**src/rtl/altitude_pid_thrust_controller_core_defines.svh**
```systemverilog
// Assertion macros for the altitude PID thrust controller core.
// Included by files that carry concurrent checks; no other dependencies.
`ifndef ALTITUDE_PID_THRUST_CONTROLLER_CORE_DEFINES_SVH
`define ALTITUDE_PID_THRUST_CONTROLLER_CORE_DEFINES_SVH
`ifndef SYNTHESIS
`define APTC_ASSERT_NEVER(lbl, clk, rst_n, cond) \
    lbl: assert property (@(posedge clk) disable iff (!(rst_n)) !(cond)) \
        else $error("aptc check failed: forbidden condition");
`define APTC_ASSERT_NEXT(lbl, clk, rst_n, ante, cons) \
    lbl: assert property (@(posedge clk) disable iff (!(rst_n)) (ante) |=> (cons)) \
        else $error("aptc check failed: expected follow-up missing");
`else
`define APTC_ASSERT_NEVER(lbl, clk, rst_n, cond)
`define APTC_ASSERT_NEXT(lbl, clk, rst_n, ante, cons)
`endif
`endif

```
**src/rtl/aptc_pkg.sv**
```systemverilog
// Shared constants, types and saturation helpers for the altitude PID core.
// No dependencies; used by every other file of the block but the defines header.
`timescale 1ns / 1ps
`default_nettype none
package aptc_pkg;

    localparam int DATA_W    = 32;
    localparam int CFG_W     = 31;
    localparam int TILT_W    = 18;
    localparam int DT_W      = 17;
    localparam int FRAC_W    = 16;
    localparam int PROD_W    = 2 * DATA_W;
    localparam int MUL_Q_W   = PROD_W - FRAC_W;
    localparam int ACC_W     = 36;
    localparam int DIV_NUM_W = ACC_W + FRAC_W;
    localparam int DIV_DEN_W = TILT_W;
    localparam int DIV_STEPS = DIV_NUM_W / 2;
    localparam int DIV_CNT_W = $clog2(DIV_STEPS);
    localparam int CFG_IDX_W = 3;

    localparam logic signed [DATA_W-1:0] K_RATE    = 32'sd2621;
    localparam logic signed [DATA_W-1:0] K_GRAVITY = 32'sd642908;
    localparam logic signed [DATA_W-1:0] S32_MAX   = 32'sh7FFF_FFFF;
    localparam logic signed [DATA_W-1:0] S32_MIN   = 32'sh8000_0000;
    localparam logic signed [PROD_W-1:0] Q_ROUND   = (64'sd1 <<< FRAC_W) - 64'sd1;

    localparam logic [CFG_W-1:0] RST_RATE_LIMIT = 31'd6553600;
    localparam logic [CFG_W-1:0] RST_MASS       = 31'd65536;

    localparam logic [CFG_IDX_W-1:0] REG_POSITION_GAIN = 3'd0;
    localparam logic [CFG_IDX_W-1:0] REG_VELOCITY_GAIN = 3'd1;
    localparam logic [CFG_IDX_W-1:0] REG_INTEGRAL_GAIN = 3'd2;
    localparam logic [CFG_IDX_W-1:0] REG_DESCENT_LIMIT = 3'd3;
    localparam logic [CFG_IDX_W-1:0] REG_ASCENT_LIMIT  = 3'd4;
    localparam logic [CFG_IDX_W-1:0] REG_VEHICLE_MASS  = 3'd5;

    typedef struct packed {
        logic                     start;
        logic signed [DATA_W-1:0] a;
        logic signed [DATA_W-1:0] b;
    } t_mul_req;

    typedef struct packed {
        logic                      done;
        logic signed [MUL_Q_W-1:0] q;
    } t_mul_res;

    typedef struct packed {
        logic                        start;
        logic signed [DIV_NUM_W-1:0] num;
        logic signed [DIV_DEN_W-1:0] den;
    } t_div_req;

    typedef struct packed {
        logic                     done;
        logic                     ovf;
        logic signed [DATA_W-1:0] q;
    } t_div_res;

    // Clamp to the 32-bit signed range
    function automatic logic signed [DATA_W-1:0] sat32(input logic signed [PROD_W-1:0] v);
        if (v > PROD_W'(S32_MAX)) begin
            return S32_MAX;
        end else if (v < PROD_W'(S32_MIN)) begin
            return S32_MIN;
        end
        return v[DATA_W-1:0];
    endfunction

    function automatic logic ovf32(input logic signed [PROD_W-1:0] v);
        return (v > PROD_W'(S32_MAX)) || (v < PROD_W'(S32_MIN));
    endfunction

endpackage
`default_nettype wire

```
**src/rtl/aptc_mul.sv**
```systemverilog
// Shared two-stage Q16.16 multiplier: 32x32 signed product, then a
// truncate-toward-zero scale by 2^-16. Depends on aptc_pkg.
`timescale 1ns / 1ps
`default_nettype none
module aptc_mul (
    input  logic               i_clk,
    input  logic               i_rst_n,
    input  aptc_pkg::t_mul_req i_req,
    output aptc_pkg::t_mul_res o_res
);

    logic signed [aptc_pkg::PROD_W-1:0]  w_prod;
    logic signed [aptc_pkg::PROD_W-1:0]  w_adj;
    logic signed [aptc_pkg::PROD_W-1:0]  r_prod;
    logic signed [aptc_pkg::MUL_Q_W-1:0] r_q;
    logic                                r_v1;
    logic                                r_done;

    assign w_prod = i_req.a * i_req.b;
    // bias negative products so the shift truncates toward zero
    assign w_adj  = r_prod + (r_prod[aptc_pkg::PROD_W-1] ? aptc_pkg::Q_ROUND
                                                         : {aptc_pkg::PROD_W{1'b0}});

    always_ff @(posedge i_clk) begin
        if (!i_rst_n) begin
            r_v1   <= 1'b0;
            r_done <= 1'b0;
        end else begin
            r_v1   <= i_req.start;
            r_done <= r_v1;
        end
        r_prod <= w_prod;
        r_q    <= w_adj[aptc_pkg::PROD_W-1:aptc_pkg::FRAC_W];
    end

    assign o_res.done = r_done;
    assign o_res.q    = r_q;

endmodule
`default_nettype wire

```
**config.mk**
```make
export PLATFORM = sky130hd
export DESIGN_NAME = aptc_mul
export DESIGN_NICKNAME = d
export VERILOG_FILES = /design/src/rtl/altitude_pid_thrust_controller_core_defines.svh /design/src/rtl/aptc_pkg.sv /design/src/rtl/aptc_mul.sv
export SDC_FILE = /design/constraint.sdc
export NUM_CORES = 2
export LEC_CHECK = 0
export BUFFER_PORTS_ARGS = -buffer_cell sky130_fd_sc_hd__buf_2
export CORE_MARGIN = 5
export CORE_UTILIZATION = 60
export CTS_CLUSTER_SIZE = 14
export DETAILED_ROUTE_END_ITERATION = 6
export PLACE_DENSITY = 0.77
export RECOVER_POWER = 50
export SLEW_MARGIN = 30
export SYNTH_ARGS = -nofsm -noshare
export SYNTH_HDL_FRONTEND = slang
export SYNTH_SLANG_ARGS = --single-unit
```
**constraint.sdc**
```tcl
create_clock -name i_clk -period 11 [get_ports i_clk]
set_input_delay 1.1 -clock i_clk [delete_from_list [all_inputs] [get_ports i_clk]]
set_output_delay 1.1 -clock i_clk [all_outputs]
set_load 0.03 [all_outputs]
```
## Word level (Yosys, flattened, before mapping)

Index checks and enable logic that the tools add are counted.

| operators by class | value |
|---|---|
| $add $sub $neg | 1 |
| $mul | 1 |
| multiplexer cells | 1 |

Operators by type and width:

| operator | count |
|---|---|
| adder 64 x 16 -> 64 bit | 1 |
| multiplier 32 x 32 -> 64 bit | 1 |
| 2-to-1 mux 16 bit | 1 |

| word-level totals | value |
|---|---|
| register bits | 114 |
| bits of input ports | 67 |
| output and inout bits | 49 |
| logic and storage cells | 7 |

## Logic depth before layout (Yosys ltp)

| logic depth | value |
|---|---|
| depth in word-level cells | 2 |
| gate-level depth with buffers | 29 |
| gate-level depth less buffers | 27 |

## Worst setup path before layout

OpenSTA, ideal clock, no wires.

| timing path | value |
|---|---|
| kind | input to register |
| start | input port i_req[63] (netlist bit) |
| end | register r_prod[63] (netlist bit) |
| library setup time | 72 ps |
| arrival | 8214 ps |
| data required time | 10928 ps |
| setup slack | 2714 ps |
| stages on the path | 27 |
| path buffers | 1 |
| cells stage by stage | clkbuf_1 > nand2_1 > inv_1 > fa_1 > inv_1 > fa_1 > inv_1 > fa_1 > fa_1 > inv_1 > fa_1 > inv_1 > fa_1 > inv_1 > fa_1 > inv_1 > fa_1 > ha_1 > nor2b_1 > o21ai_0 > nand2b_1 > o21ai_0 > a31oi_1 > a211o_1 > a31o_2 > a21oi_1 > xnor2_1 |

| between the ends | value |
|---|---|
| cells in the longest elaborated chain, start to end | 1 |

Ends and longest elaborated chain:

| element | line | text |
|---|---|---|
| from (decl) | aptc_mul.sv:8 | `input aptc_pkg::t_mul_req i_req,` |
| multiplier 32 x 32 -> 64 bit | aptc_mul.sv:19 | `assign w_prod = i_req.a * i_req.b;` |
| net w_prod (one bit) | aptc_mul.sv:12 | `logic signed [aptc_pkg::PROD_W-1:0] w_prod;` |
| to (signal assigned) | aptc_mul.sv:32 | `r_prod <= w_prod;` |
| to (decl) | aptc_mul.sv:14 | `logic signed [aptc_pkg::PROD_W-1:0] r_prod;` |

The timed path passes the listed nets, and every way through them passes these cells.
A chain may end at the register's enable or synchronous reset.

## Final worst setup path

| timing path | value |
|---|---|
| start | input port i_req[5] (netlist bit) |
| end | register r_prod[57] (netlist bit) |

The elaborated chain is that of the path after synthesis.

==> results.md <==
- Fin nets: 5431
- Dpl hpwl: 79300 um
- Total CTS buffers: 17
- Post-synthesis sequential area ratio: 0.0578
- CP Launch Type: primary input
- Initial core utilization: 0.603
- Core area: 65500 um^2
- CP Data Required Time: 11.33 ns
- Least-Margin Pin Slew: 1.78 ns
- DRC viols: 0
- Failing checks: capacitance limit, slew limit
- RePlAce Congestion: 0.933
- EDFF count, synth: 0
- Max incr delay on CP: 0.91 ns
- Critical path type: primary input to flip-flop
- Top cell type's share of synthesized area: 0.549
- Via count: 27.5k
- H-tree depth: 4
- Multi-input logic area: 32600 um^2
- Most frequent cells after synthesis: fa_1, inv_1, nand2_1
- Clock transition at the registers of the reported paths: 0.05 ns
- Root Driver: clkbuf_16
- Resized cells post-CTS: 0
- PnR worst setup slack: 1.91 ns
- Max-Cap Viols: 1
- Post-synth ARST share: 0
- Top-Level Pins: 116
- Wire per inst: 20.2 um
- Largest net degree at the start of global routing: 33
- Critical path launch point: i_req[5]
- Final worst-path cycle share: 0.826
- Final hold slack: 0.431 ns
- Vias/cell: 5.55
- Cell taking the most area after synthesis: fa_1
- Slew margin rel.: -0.184
- FP Rows: 94
- Largest cells by area after synthesis: fa_1, inv_1, and2_1
- Top cell by count, worst path: fa_1
- HP Start: r_v1
- Arr. time, crit path: 9.42 ns
- Chip width: 266 um
- Port Buffers: 115
- YS warnings: 0
- ANT nets after route: 0
- Register area: 2280 um^2
- Synthesized flop and latch total: 114
- Worst r2r src: r_prod[63]
- Cell variety after synth: 59
- Syn avg cell area: 9.51 um^2
- Min-delay worst type: flip-flop to flip-flop
- Syn-to-layout area delta: 3.62%
- Post-DP Area: 40400 um^2
- Status: complete, but fails checks
- Post-route cell area: 40900 um^2
- Die ar.: 71000 um^2
- Fmax: 110 MHz
- Post-place setup slack: 1.58 ns
- Fill count: 5370
- Mapped Cells: 4151
- RSZ-0062 raised after global routing: no
- Global route total overflow: 0
- Clock Sinks: 114
- Worst path slowest cell: fa_1
- Hold Fails Final Rpt: 0
- Slew Limit Fails: 33
- Post-CTS Hold Buffers: 0
- Setup violators final: 0
- Initial drt markers: 1783
- Layout cells sized above 1: 0.0286
- Crit. End Element: flip-flop
- Tmin final: 9.09 ns
- Setup TNS Final: 0 ns
- First-pass GRT wire length: 166000 um
- Vias in the first global route: 31.5k
- Initial antenna violation count: 5
- GRT Total Usage: 0.300
- Setup bufs post-CTS: 0
- Syn nets: 5499
- Crit Path Max Fanout: 32
- Clock latency on the worst-skew pair: 0.41 ns
- Top-count cell post-synth: fa_1
- Synth Flop Type: dfxtp_1
- DRT Pass-1 Iters: 5
- CTS tree: yes
- Clk buf depth: 2
- Cell Area, Synth: 39500 um^2
- Total Wirelength: 100000 um
- Clk_skew: 0.0131 ns
- Die Y: 266 um
## critical path, delay by kind of cell
kind / cells / cell delay [ns]
adders and majority gates: 9 / 4.74
and+or+nand+nor: 5 / 0.74
xor gates and xnor gates: 1 / 0.16
AOI/OAI and AO/OA: 4 / 0.96
buffers and inverters: 8 / 1.67
## cell usage in the layout, fill, tap and decap left out, drive strengths merged, types with 3 or more instances in the layout
cell type,n
a21oi,74
o41ai,3
nand4,16
clkbuf,68
ha,199
a31o,5
xor2,40
a22oi,3
o22ai,3
nor3,15
a21o,36
o21a,3
clkinvlp,4
or2,3
a31oi,7
fa,1082
nor2,61
inv,998
nand2b,10
o21bai,11
nand2,548
nor2b,6
o21ai,32
and2,509
a211oi,10
dfxtp,114
buf,75
and3,13
o211ai,4
diode,3
clkinv,4
a211o,4
xnor2,77
nand3,30
## path summary, 6_finish.rpt
kind                end  slack, ns  cells after the start
max reg2reg     r_q[38]       6.46                     11
max          r_prod[57]       1.91                     27
min reg2reg      r_done       0.43                      1
min              r_done       0.43                      1
## state kept, by name (all words and copies together) (netlist names)
register  flops
r_prod       64
r_v1          1
r_done        1
r_q          48
## final cells by class
class / instances / area share
tap: 864 / 0.0264
clock inverter: 12 / 0.00330
sequential: 114 / 0.0558
antenna: 3 / 0.000184
inverter: 996 / 0.0914
clock buffer: 18 / 0.0107
timing repair buffer: 125 / 0.0144
multi-input combinational: 2829 / 0.798
## stage by stage
step	instances	util
after floorplan	4151	-
after global placement	4928	0.617
after detailed placement	4928	0.617
after CTS	4958	0.625
after global routing	4961	0.624
final	4961	0.624
## routing by layer
layer | routed length [um] | share of wire | global-route usage
met1 | 34700 | 0.35 | 0.350
met2 | 50700 | 0.51 | 0.524
met3 | 6440 | 0.064 | 0.0397
met4 | 8440 | 0.084 | 0.190
met5 | 0 | 0 | 0
## cell families after synthesis
| family | count (synthesis) | synth area share |
|---|---|---|
| AND/OR/NAND/NOR | 1217 | 0.154 |
| adder cells (fa/ha/maj) | 1281 | 0.612 |
| XOR/XNOR | 117 | 0.0260 |
| buffers and inverters | 1208 | 0.115 |
| AO/OA/AOI/OAI | 214 | 0.0353 |
| flip-flops | 114 | 0.0578 |
Power is left out: the tool's default activity adds up to more than one toggle a clock period on the data nets, which glitch-free logic cannot reach.
