File: config.mk
export PLATFORM = sky130hd
export DESIGN_NAME = aptc_div
export DESIGN_NICKNAME = d
export VERILOG_FILES = /design/src/rtl/altitude_pid_thrust_controller_core_defines.svh /design/src/rtl/aptc_pkg.sv /design/src/rtl/aptc_div.sv
export SDC_FILE = /design/constraint.sdc
export NUM_CORES = 1
export LEC_CHECK = 0
export CORE_MARGIN = 2
export CORE_UTILIZATION = 45
export DETAILED_ROUTE_END_ITERATION = 10
export DONT_BUFFER_PORTS = 1
export MAX_ROUTING_LAYER = met4
export PLACE_DENSITY = 0.69
export SETUP_SLACK_MARGIN = 0.4
export SKIP_CTS_REPAIR_TIMING = 1
export SLEW_MARGIN = 20
export SYNTH_ARGS = -nofsm -noshare
export SYNTH_HDL_FRONTEND = slang
export SYNTH_SLANG_ARGS = --single-unit
File: constraint.sdc
create_clock -name i_clk -period 8.7 [get_ports i_clk]
set_input_delay 2.175 -clock i_clk [delete_from_list [all_inputs] [get_ports i_clk]]
set_output_delay 2.175 -clock i_clk [all_outputs]
set_load 0.005 [all_outputs]
File: src/rtl/altitude_pid_thrust_controller_core_defines.svh
// Assertion macros for the altitude PID thrust controller core.
// Included by files that carry concurrent checks; no other dependencies.
`ifndef ALTITUDE_PID_THRUST_CONTROLLER_CORE_DEFINES_SVH
`define ALTITUDE_PID_THRUST_CONTROLLER_CORE_DEFINES_SVH
`ifndef SYNTHESIS
`define APTC_ASSERT_NEVER(lbl, clk, rst_n, cond) \
    lbl: assert property (@(posedge clk) disable iff (!(rst_n)) !(cond)) \
        else $error("aptc check failed: forbidden condition");
`define APTC_ASSERT_NEXT(lbl, clk, rst_n, ante, cons) \
    lbl: assert property (@(posedge clk) disable iff (!(rst_n)) (ante) |=> (cons)) \
        else $error("aptc check failed: expected follow-up missing");
`else
`define APTC_ASSERT_NEVER(lbl, clk, rst_n, cond)
`define APTC_ASSERT_NEXT(lbl, clk, rst_n, ante, cons)
`endif
`endif

File: src/rtl/aptc_pkg.sv
// Shared constants, types and saturation helpers for the altitude PID core.
// No dependencies; used by every other file of the block but the defines header.
`timescale 1ns / 1ps
`default_nettype none
package aptc_pkg;

    localparam int DATA_W    = 32;
    localparam int CFG_W     = 31;
    localparam int TILT_W    = 18;
    localparam int DT_W      = 17;
    localparam int FRAC_W    = 16;
    localparam int PROD_W    = 2 * DATA_W;
    localparam int MUL_Q_W   = PROD_W - FRAC_W;
    localparam int ACC_W     = 36;
    localparam int DIV_NUM_W = ACC_W + FRAC_W;
    localparam int DIV_DEN_W = TILT_W;
    localparam int DIV_STEPS = DIV_NUM_W / 2;
    localparam int DIV_CNT_W = $clog2(DIV_STEPS);
    localparam int CFG_IDX_W = 3;

    localparam logic signed [DATA_W-1:0] K_RATE    = 32'sd2621;
    localparam logic signed [DATA_W-1:0] K_GRAVITY = 32'sd642908;
    localparam logic signed [DATA_W-1:0] S32_MAX   = 32'sh7FFF_FFFF;
    localparam logic signed [DATA_W-1:0] S32_MIN   = 32'sh8000_0000;
    localparam logic signed [PROD_W-1:0] Q_ROUND   = (64'sd1 <<< FRAC_W) - 64'sd1;

    localparam logic [CFG_W-1:0] RST_RATE_LIMIT = 31'd6553600;
    localparam logic [CFG_W-1:0] RST_MASS       = 31'd65536;

    localparam logic [CFG_IDX_W-1:0] REG_POSITION_GAIN = 3'd0;
    localparam logic [CFG_IDX_W-1:0] REG_VELOCITY_GAIN = 3'd1;
    localparam logic [CFG_IDX_W-1:0] REG_INTEGRAL_GAIN = 3'd2;
    localparam logic [CFG_IDX_W-1:0] REG_DESCENT_LIMIT = 3'd3;
    localparam logic [CFG_IDX_W-1:0] REG_ASCENT_LIMIT  = 3'd4;
    localparam logic [CFG_IDX_W-1:0] REG_VEHICLE_MASS  = 3'd5;

    typedef struct packed {
        logic                     start;
        logic signed [DATA_W-1:0] a;
        logic signed [DATA_W-1:0] b;
    } t_mul_req;

    typedef struct packed {
        logic                      done;
        logic signed [MUL_Q_W-1:0] q;
    } t_mul_res;

    typedef struct packed {
        logic                        start;
        logic signed [DIV_NUM_W-1:0] num;
        logic signed [DIV_DEN_W-1:0] den;
    } t_div_req;

    typedef struct packed {
        logic                     done;
        logic                     ovf;
        logic signed [DATA_W-1:0] q;
    } t_div_res;

    // Clamp to the 32-bit signed range
    function automatic logic signed [DATA_W-1:0] sat32(input logic signed [PROD_W-1:0] v);
        if (v > PROD_W'(S32_MAX)) begin
            return S32_MAX;
        end else if (v < PROD_W'(S32_MIN)) begin
            return S32_MIN;
        end
        return v[DATA_W-1:0];
    endfunction

    function automatic logic ovf32(input logic signed [PROD_W-1:0] v);
        return (v > PROD_W'(S32_MAX)) || (v < PROD_W'(S32_MIN));
    endfunction

endpackage
`default_nettype wire

File: src/rtl/aptc_div.sv
// Shared signed divider: restoring, two quotient bits a cycle, quotient
// truncated toward zero and saturated to 32 bits. Depends on aptc_pkg.
`timescale 1ns / 1ps
`default_nettype none
module aptc_div (
    input  logic               i_clk,
    input  logic               i_rst_n,
    input  aptc_pkg::t_div_req i_req,
    output aptc_pkg::t_div_res o_res
);

    localparam int NW = aptc_pkg::DIV_NUM_W;
    localparam int DW = aptc_pkg::DIV_DEN_W;
    localparam int CW = aptc_pkg::DIV_CNT_W;

    typedef enum logic [1:0] {D_IDLE, D_RUN, D_FIN} t_dstate;

    t_dstate                          r_state, n_state;
    logic [CW-1:0]                    r_cnt, n_cnt;
    logic [NW-1:0]                    r_dvd, n_dvd;
    logic [DW-1:0]                    r_rem, n_rem;
    logic [DW-1:0]                    r_den, n_den;
    logic                             r_neg, n_neg;
    logic                             r_done, n_done;
    logic                             r_ovf, n_ovf;
    logic signed [aptc_pkg::DATA_W-1:0] r_q, n_q;

    logic [DW:0]   w_t1, w_t2;
    logic [DW-1:0] w_rem1, w_rem2;
    logic [NW-1:0] w_dvd1, w_dvd2;
    logic          w_ge1, w_ge2;
    logic [NW-1:0] w_nabs;
    logic [DW-1:0] w_dabs;

    assign w_nabs = i_req.num[NW-1] ? NW'(-i_req.num) : NW'(i_req.num);
    assign w_dabs = i_req.den[DW-1] ? DW'(-i_req.den) : DW'(i_req.den);

    // two restoring steps per cycle
    always_comb begin
        w_t1   = {r_rem, r_dvd[NW-1]};
        w_ge1  = (w_t1 >= {1'b0, r_den});
        w_rem1 = w_ge1 ? DW'(w_t1 - {1'b0, r_den}) : DW'(w_t1);
        w_dvd1 = {r_dvd[NW-2:0], w_ge1};
        w_t2   = {w_rem1, w_dvd1[NW-1]};
        w_ge2  = (w_t2 >= {1'b0, r_den});
        w_rem2 = w_ge2 ? DW'(w_t2 - {1'b0, r_den}) : DW'(w_t2);
        w_dvd2 = {w_dvd1[NW-2:0], w_ge2};
    end

    always_comb begin
        n_state = r_state;
        n_cnt   = r_cnt;
        n_dvd   = r_dvd;
        n_rem   = r_rem;
        n_den   = r_den;
        n_neg   = r_neg;
        n_done  = 1'b0;
        n_ovf   = r_ovf;
        n_q     = r_q;
        case (r_state)
            D_IDLE: begin
                if (i_req.start) begin
                    n_dvd   = w_nabs;
                    n_den   = w_dabs;
                    n_rem   = '0;
                    n_cnt   = '0;
                    n_neg   = i_req.num[NW-1] ^ i_req.den[DW-1];
                    n_state = D_RUN;
                end
            end
            D_RUN: begin
                n_dvd = w_dvd2;
                n_rem = w_rem2;
                n_cnt = r_cnt + 1'b1;
                if (r_cnt == CW'(aptc_pkg::DIV_STEPS - 1)) begin
                    n_state = D_FIN;
                end
            end
            D_FIN: begin
                n_done  = 1'b1;
                n_state = D_IDLE;
                if (r_neg) begin
                    n_ovf = (r_dvd > NW'(64'h8000_0000));
                    n_q   = n_ovf ? aptc_pkg::S32_MIN : -$signed(r_dvd[aptc_pkg::DATA_W-1:0]);
                end else begin
                    n_ovf = (r_dvd > NW'(64'h7FFF_FFFF));
                    n_q   = n_ovf ? aptc_pkg::S32_MAX : $signed(r_dvd[aptc_pkg::DATA_W-1:0]);
                end
            end
            default: begin
                n_state = D_IDLE;
            end
        endcase
    end

    always_ff @(posedge i_clk) begin
        if (!i_rst_n) begin
            r_state <= D_IDLE;
            r_done  <= 1'b0;
        end else begin
            r_state <= n_state;
            r_done  <= n_done;
        end
        r_cnt <= n_cnt;
        r_dvd <= n_dvd;
        r_rem <= n_rem;
        r_den <= n_den;
        r_neg <= n_neg;
        r_ovf <= n_ovf;
        r_q   <= n_q;
    end

    assign o_res.done = r_done;
    assign o_res.ovf  = r_ovf;
    assign o_res.q    = r_q;

endmodule
`default_nettype wire

After elaboration in Yosys (flattened, before gate mapping). Cells that the tools add are included.

Bits of input ports: 73. Register bits: 130. Output and inout port bits: 34.

Order comparisons: 4. Mux-type cells: 18. Add/sub/neg operators: 6. Reduce and logical (&&, ||, !) cells: 5. Eq/ne operators: 5. Bitwise logic cells: 1.

Operator list (count): 52-bit 2-to-1 mux (2); 52-bit one-hot mux with 2 select lines (1); 32-bit 2-to-1 mux (3); 18-bit 2-to-1 mux (3); 52-bit by 31-bit greater-than comparator with 1-bit output, second input constant (1); 52-bit by 32-bit greater-than comparator with 1-bit output, second input constant (1); 52-bit negation (1); 19-bit by 18-bit >= comparator with 1-bit output (2); 18-bit one-hot mux with 2 select lines (1); 18-bit subtractor (2); 32-bit negation (1); 18-bit negation (1); 17-bit 2-to-1 mux (1); 5-bit one-hot mux with 2 select lines (1); 2-bit AND reduction (3); 5-bit by 1-bit adder with 5-bit output, second input constant (1); 5-bit equality test, second input constant (1); 5-bit 2-to-1 mux (1); 2-bit 2-to-1 mux (2); 2-bit != test, second input constant (2); 2-bit one-hot mux with 2 select lines (1); 2-bit by 1-bit equality test with 1-bit output, second input constant (1); 2-bit equality test, second input constant (1); 2-bit zero test (1); 3 further kinds (4).

Longest topological paths before layout. Gate-level depths: netlist (run 1).

Depth after elaboration: 5. Gate-level depth with buffers: 21. Gate-level depth less buffers: 19.

Worst setup path after synthesis (run 1). No wires, ideal clock.

Path type: input-to-reg. Start point: input i_req[70] (netlist name). End point: register r_cnt[0], enable pin. Setup slack: 3.394 ns. Setup time: 0.401 ns. Stages: 2. Arrival time: 4.905 ns. Cells stage by stage: nor3b_1 > or2_2.

Cells in the longest elaborated chain, start to end: 2.

RTL lines: start, declared (RTL line aptc_div.sv:8) `input aptc_pkg::t_div_req i_req,`; 2-bit != test (no source line); 2-bit AND reduction (no source line); end signal, assigned (RTL line aptc_div.sv:104) `r_cnt <= n_cnt;`; end, declared (RTL line aptc_div.sv:19) `logic [CW-1:0] r_cnt, n_cnt;`.

No other way between the ends. A chain may end at the register's enable or synchronous reset.

Worst setup path in the final report (run 1).
Start point: register r_den[1]. End point: register r_rem[1], data pin.

Cells in the longest elaborated chain, start to end: 5. Elaborated cells on any way between the ends: 7. Those cells by class: add/sub: 2; order compare: 2; mux: 3.

RTL lines: start, declared (RTL line aptc_div.sv:22) `logic [DW-1:0] r_den, n_den;`; start signal, assigned (RTL line aptc_div.sv:107) `r_den <= n_den;`; 19-bit by 18-bit >= comparator with 1-bit output / 18-bit subtractor (equally long branches) (RTL line aptc_div.sv:41, aptc_div.sv:42); 18-bit 2-to-1 mux (RTL line aptc_div.sv:42) `w_rem1 = w_ge1 ? DW'(w_t1 - {1'b0, r_den}) : DW'(w_t1);`; 18-bit subtractor / 19-bit by 18-bit >= comparator with 1-bit output (equally long branches) (RTL line aptc_div.sv:46, aptc_div.sv:45); 18-bit 2-to-1 mux (*) (RTL line aptc_div.sv:46) `w_rem2 = w_ge2 ? DW'(w_t2 - {1'b0, r_den}) : DW'(w_t2);`; 18-bit one-hot mux with 2 select lines (*) (RTL line aptc_div.sv:60) `case (r_state)`; end signal, assigned (RTL line aptc_div.sv:106) `r_rem <= n_rem;`; end, declared (RTL line aptc_div.sv:21) `logic [DW-1:0] r_rem, n_rem;`.

Mark *: on every way between the ends. The rest lies on a longest branch, timed or not.

==> summary.txt, run 1 <==
Placed design
  • DP Wirelength: 17.8 mm
  • RePlAce Congestion: 0.937
  • Place WS: 2.87 ns
  • IO Port Bufs: 0

Floorplanning
  • DIE AREA: 22,500 µm²
  • Die Wd: 150 µm
  • I/O pin count: 107
  • Core area: 21,000 µm²
  • Chip height: 150 µm
  • Initial Util: 45.7%
  • Num rows: 53

Hold path
  • Worst Hold Class: reg2reg
  • Worst hold path stage count: 2

Synthesis
  • Main synth FF type: edfxtp_1
  • Synth top area share: 39.8%
  • Area leader, netlist: edfxtp_1
  • Synthesized area: 9580 µm²
  • EDFF count, synth: 127
  • Syn avg cell area: 9.28 µm²
  • Syn. warnings: 0
  • Synth Register Bits: 130
  • Syn Nets: 1,149
  • Unique masters post-synth: 76
  • Synth Instances: 1,033
  • Post-synthesis sequential area ratio: 40.4%
  • Asr flop ratio synth: 0%
  • Synth area leaders: edfxtp_1 (40%), o21ai_0 (5.8%), ha_1 (5.4%), nand2_1 (4.9%), xor2_1 (4.7%)

Clock tree
  • Clk Tree Root Cell: clkbuf_16
  • Num Clock Sinks: 130
  • Maximum clock insertion buffer count: 2
  • Total CTS buffers: 17
  • Worst skew pair latency: 0.43 ns
  • CTS HTree Levels: 4
  • Clock Pin Slew Worst Setup and Hold Paths: 0.06 ns
  • CTS tree: done

Timing
  • Minimum clock period: 5.78 ns
  • Final clock skew: 0.00889 ns
  • Fmax: 173 MHz
  • Max-slew violation count: 0
  • Max-slew headroom: 36.6%
  • RSZ-0062 raised after global routing: no
  • # setup viols final: 0
  • Final hold vios: 0
  • Worst-margin pin slew: 0.942 ns
  • Fin worst setup slack: 2.92 ns
  • Setup TNS: 0 ns
  • Part of the cycle the worst path needs: 66.4%

Finish
  • Share of cells above drive strength 1: 8.41%
  • Most common cell after layout, fill and taps aside: edfxtp_1
  • Most frequent cells in the layout: edfxtp_1 (127), nand2_1 (126), o21ai_0 (112), xor2_1 (51)
  • Area Overhead vs Synth: 7.87%
  • Final nets: 1,125
  • # fillers: 1,993

Power and ir drop
  • Leak: 0.00371 µW
  • Net switching power: 1470 µW
  • Switching Fraction: 42.6%
  • Sequential share of power: 26.3%
  • Comb power frac: 54.0%
  • Max IR drop VDD: 194 µV
  • PD cells: 335 nW/µm²
  • Clock Power Share: 19.7%
  • Internal: 1990 µW
  • Total Power: 3460 µW

Setup path
  • Crit start category: flip-flop
  • Critical Path, Cell by Cell: inv_1 > ha_1 > nor2b_1 > o21bai_1 > nand3_1 > o2111ai_1 > nand3_1 > mux2_2 > ha_1 > nand4_1 > a21oi_1 > nor4_1 > or2_2 > o31ai_1 > o21a_1 > o21ai_0 > o311a_1
  • R2R depth: 17
  • Crit Reg-Reg Startpoint: r_den[1]
  • CP Capture Point: r_rem[1]
  • Reg-to-reg slack, setup: 2.92 ns
  • Endpoint class of the critical path: flip-flop
  • Slowest cell on crit path: o21a_1
  • Crit path max fanout: 20
  • Critical Path AT: 5.95 ns
  • Crit path from: r_den[1]
  • Classification of the worst setup path: reg2reg
  • CP Data Required Time: 8.87 ns
  • CP max stage delay: 0.66 ns
  • R2R Path End: r_rem[1]

Global route
  • Initial antenna violation count: 1
  • GRT overflow: 0
  • Vias in the first global route: 7,291
  • First-pass GRT wire length: 38.1 mm
  • GRT Total Usage: 22.1%
  • Largest net degree at the start of global routing: 103

Detailed routing
  • Drt pass-1 iters: 5
  • Post-route ant nets: 0
  • Remaining DRCs: 0
  • DRT Wirelength: 24.0 mm
  • Avg WL per Cell: 18.5 µm
  • Vias: 7,975
  • Via-to-Cell Ratio: 6.14
  • 1st-iter DRT viols: 999

Status
  • Outcome: finished, final reports clean

Run
  • Max_cap viols: 0
## routing by layer
metal / share of wire [%] / global-route usage, % / up-vias
met5: 0 / - / -
met3: 7.7 / 4.97 / 36
li1: - / - / 3841
met1: 47 / 31.7 / 3759
met4: 1.9 / 6.42 / 0
met2: 43 / 31.3 / 339
## power by group through the flow
stage	logic [µW]	clock network, µW	registers [µW]
2_1_floorplan	1460	0	882
5_1_grt	2060	716	920
3_3_place_gp	1800	0	917
3_5_place_dp	1820	0	919
4_1_cts	1830	692	906
6_report	1870	683	909
## Yosys cell counts, types with 13 or more instances
| library cell | n |
|---|---|
| or3_1 | 19 |
| edfxtp_1 | 127 |
| xor2_1 | 51 |
| o31ai_1 | 26 |
| xnor2_1 | 37 |
| o41ai_1 | 13 |
| nand3_1 | 37 |
| a31oi_1 | 15 |
| o21ai_0 | 112 |
| or4_1 | 13 |
| nor4_1 | 15 |
| ha_1 | 41 |
| inv_1 | 47 |
| or2_2 | 13 |
| a21oi_1 | 47 |
| nand2_1 | 126 |
| nor3_1 | 30 |
| nor2_1 | 41 |
| clkbuf_1 | 38 |
## worst min-delay path by stage
stage / endpoint / slack, ns / startpoint
2_1_floorplan: r_dvd[36] / 0.52 / r_dvd[34]
3_3_place_gp: r_dvd[48] / 0.53 / r_dvd[46]
3_5_place_dp: r_dvd[48] / 0.55 / r_dvd[46]
4_1_cts: r_dvd[48] / 0.56 / r_dvd[46]
5_1_grt: r_dvd[47] / 0.61 / r_dvd[45]
6_report: r_dvd[48] / 0.57 / r_dvd[46]
## registers in the layout, summed over array words and instances, names as in the netlist
| register | cells |
|---|---|
| r_done | 1 |
| r_neg | 1 |
| r_dvd | 52 |
| r_ovf | 1 |
| r_rem | 18 |
| r_state | 2 |
| r_q | 32 |
| r_cnt | 5 |
| r_den | 18 |
## worst max-delay path, delay by kind of cell, from the launching register on
family                   cells  cell delay (ns)
AND/OR/NAND/NOR              6             1.46
multiplexers                 1             0.45
AO/OA/AOI/OAI                7             2.41
adder cells (fa/ha/maj)      2             0.63
flip-flops                   1             0.42
buffers and inverters        1             0.15
## metrics by stage
| stage | utilization [%] | cells | hold WS, ns | instance area [µm²] |
|---|---|---|---|---|
| 4_1_cts | 49.3 | 1297 | 0.563 | 10300 |
| 3_3_place_gp | 46.6 | 1265 | 0.532 | 9770 |
| 6_report | 49.3 | 1298 | 0.566 | 10300 |
| 2_1_floorplan | - | 1033 | 0.522 | 9580 |
| 5_1_grt | 49.3 | 1298 | 0.606 | 10300 |
| 3_5_place_dp | 46.6 | 1265 | 0.548 | 9770 |
## kinds of logic (layout without fill, tap and decap cells)
group           Yosys count  count (layout)  share of synthesized area (%)
compound gates          303             303                           21.0
xor+xnor                 88              88                           8.04
fa+ha+maj                43              43                           5.77
buf+inv                  97              86                           4.24
flops                   130             130                           40.4
mux                      12              12                           1.38
other cells               0               1                              0
simple gates            360             360                           19.2
## final cells by class
cell class,count,area [µm²],share of cell area (%)
Antenna cell,1,2.50,0.0242
Clock buffer,18,429,4.15
Clock inverter,14,130,1.26
Inverter,47,176,1.71
Multi-Input combinational cell,806,5330,51.6
Sequential cell,130,3870,37.5
Tap cell,275,344,3.33
Timing Repair Buffer,7,52.6,0.508
Power figures use the tool's default switching activity.
==> run 2: changes to the inputs <==
PLACE_DENSITY = 0.71   (was 0.69)
clock period = 4.65 ns   (was 8.7 ns; I/O delays follow)
==> run 2 against run 1 <==
- cell count grew 6.5%
- via count up 5.4%
- flip-flop and latch count unchanged
- hold slack lost 0.014 ns
- critical endpoint unchanged
- largest cell class unchanged
- largest power group unchanged
==> summary.txt, run 2 (synthesis gave the netlist of run 1 again) <==
Floorplanning
  • I/O pin count: 107 (unchanged)
  • Num rows: 53 (unchanged)
  • Die Wd: 150 µm (unchanged)
  • Initial Util: 45.7% (unchanged)
  • Core area: 21,000 µm² (unchanged)
  • Chip height: 150 µm (unchanged)
  • DIE AREA: 22,500 µm² (unchanged)

Hold path
  • Worst hold path stage count: 2 (unchanged)
  • Critical hold path startpoint: r_dvd[43]
  • Worst hold endpoint: r_dvd[45]
  • Worst Hold Class: reg2reg

Setup path
  • Crit start category: flip-flop
  • CP Data Required Time: 4.83 ns (-4.04 ns)
  • Crit path max fanout: 7 (-65%)
  • Crit Reg-Reg Startpoint: r_dvd[51]
  • CP max stage delay: 0.40 ns (-0.26 ns)
  • Classification of the worst setup path: reg2reg
  • Reg-to-reg slack, setup: 0.27 ns (-2.65 ns)
  • Crit path max-delay family: compound AO/OA/AOI/OAI gates
  • R2R depth: 19 (+2)
  • Critical Path, Cell by Cell: inv_2 > ha_4 > inv_2 > fa_2 > a211o_1 > a21bo_2 > a31oi_4 > mux2i_1 > o2111ai_1 > mux2_4 > ha_4 > and3_4 > nand3_4 > nor4_4 > buf_4 > o21a_4 > buf_6 > o21ai_0 > o311a_1
  • Critical Path AT: 4.56 ns (-1.39 ns)
  • Slowest cell on crit path: edfxtp_1
  • R2R Path End: r_rem[1]
  • CP bufs+invs: 4 (+3)
  • Endpoint class of the critical path: flip-flop

Clock tree
  • Num Clock Sinks: 130 (unchanged)
  • Worst skew pair latency: 0.43 ns (about the same)
  • Clk Tree Root Cell: clkbuf_16
  • CTS tree: done
  • Total CTS buffers: 17 (unchanged)
  • Maximum clock insertion buffer count: 2 (unchanged)
  • Clock Pin Slew Worst Setup and Hold Paths: 0.06 ns (about the same)
  • CTS HTree Levels: 4 (unchanged)

Finish
  • Share of cells above drive strength 1: 22.9% (+15 points)
  • Biggest regs: r_dvd (52), r_q (32)
  • Most frequent cells in the layout: edfxtp_1 (127), nand2_1 (124), o21ai_0 (95), buf_4 (85), xor2_1 (51)
  • Register Area: 3870 µm² (unchanged)
  • Reg with most FFs: r_dvd
  • Final nets: 1,211 (+7.6%)
  • Final core occ: 55.9% (+6.6 points)
  • Most common cell after layout, fill and taps aside: edfxtp_1
  • Area occupied by multi-input gates: 6030 µm² (+13%)
  • Area Overhead vs Synth: 22.3%
  • # fillers: 1,811 (-9.1%)
  • Max reg flops: 52 (unchanged)
  • Diode count: 0 (-1)

Placed design
  • Place WS: -0.0345 ns (-2.91 ns)
  • RePlAce Congestion: 0.887 (-5.3%)
  • IO Port Bufs: 0 (unchanged)
  • DP Wirelength: 18.9 mm (+6.0%)

Global route
  • Vias in the first global route: 7,637 (+4.7%)
  • GRT Total Usage: 23.1% (+0.99 points)
  • GRT overflow: 0 (unchanged)
  • Initial antenna violation count: 0 (-1)
  • Largest net degree at the start of global routing: 103 (unchanged)
  • First-pass GRT wire length: 39.7 mm (+4.0%)

Detailed routing
  • Avg WL per Cell: 19.3 µm (+4.4%)
  • Vias: 8,409 (+5.4%)
  • Remaining DRCs: 0 (unchanged)
  • Drt pass-1 iters: 5 (unchanged)
  • DRT Wirelength: 26.7 mm (+11%)
  • Post-route ant nets: 0 (unchanged)
  • 1st-iter DRT viols: 973 (-2.6%)
  • Via-to-Cell Ratio: 6.08 (-1.0%)

Status
  • Outcome: finished, final reports clean

Timing
  • RSZ-0062 raised after global routing: yes
  • Part of the cycle the worst path needs: 94.2% (+28 points)
  • Minimum clock period: 4.38 ns (-1.40 ns)
  • # setup viols final: 0 (unchanged)
  • Worst-margin pin slew: 1.23 ns (+0.286 ns)
  • Max-slew headroom: 17.3% (-19 points)
  • Final hold vios: 0 (unchanged)
  • Max-slew violation count: 0 (unchanged)
  • Fmax: 228 MHz (+32%)
  • Fin worst setup slack: 0.271 ns (-2.65 ns)
  • Final clock skew: 0.00550 ns (-0.00338 ns)

Power and ir drop
  • Max IR drop VDD: 403 µV (+110%)
  • PD cells: 722 nW/µm² (+120%)
  • Leak: 0.00425 µW (+15%)

Run
  • Max_cap viols: 0 (unchanged)
[run 2: cell count changes in the layout (fill, tap and decap cells not counted), moves of 10 or more]
cell     previous run  this run
buf_4               7        85
ha_1               41        22
ha_4                0        18
o21ai_0           112        95
o21ai_1             5        16
a21oi_1            47        37
[run 2: area by class of cell]
| cell class | count | area share (%) |
|---|---|---|
| well taps | 275 | 2.93 |
| multi-input cells | 806 | 51.4 |
| clock inverters | 15 | 1.13 |
| clock buffers | 17 | 3.63 |
| flip-flops and latches | 130 | 33.0 |
| repair buffers | 93 | 6.36 |
| inverters | 47 | 1.50 |
[run 2: worst register-to-register path, cell delays in order (launching register included)]
cell       delay [ns]
edfxtp_1         0.40
inv_2            0.09
ha_4             0.16
inv_2            0.04
fa_2             0.38
a211o_1          0.31
a21bo_2          0.26
a31oi_4          0.19
mux2i_1          0.25
o2111ai_1        0.14
mux2_4           0.30
ha_4             0.29
and3_4           0.20
nand3_4          0.08
nor4_4           0.21
buf_4            0.17
o21a_4           0.22
buf_6            0.16
o21ai_0          0.10
o311a_1          0.18
[run 2: per-layer routing]
metal  up-vias  track usage, %  part of all wire, %  wire [µm]
li1       4035               -                    -          -
met5         -               -                    0          0
met3        42            5.49                  7.6       2040
met1      3986            32.6                   46      12200
met4         0            6.37                  1.6        425
met2       346            33.3                   45      12000
[run 2: through the flow]
step	power [µW]	instance area, µm²	hold slack [ns]	instances	setup TNS, ns
global placement	5870	10400	0.534	1323	0
detailed placement	5920	10400	0.539	1323	-0.0696
floorplan	4640	9770	0.522	1033	0
CTS	7230	11000	0.555	1355	-0.820
global route	8910	11700	0.577	1383	0
finish	8460	11700	0.552	1383	0
[run 2: power breakdown]
group / switching [µW] / internal [µW]
clock: 540 / 738
sequential: 175 / 1540
combinational: 2860 / 2600
[run 2: worst max-delay path by stage]
stage	startpoint	end	slack, ns	cells after the start
floorplan	r_den[1]	r_rem[0]	0.41	16
global placement	r_dvd[51]	r_dvd[0]	0.04	20
detailed placement	r_dvd[51]	r_rem[15]	-0.03	20
CTS	r_dvd[51]	r_rem[11]	-0.1	20
global route	r_den[2]	r_rem[1]	0.16	19
finish	r_dvd[51]	r_rem[1]	0.27	19
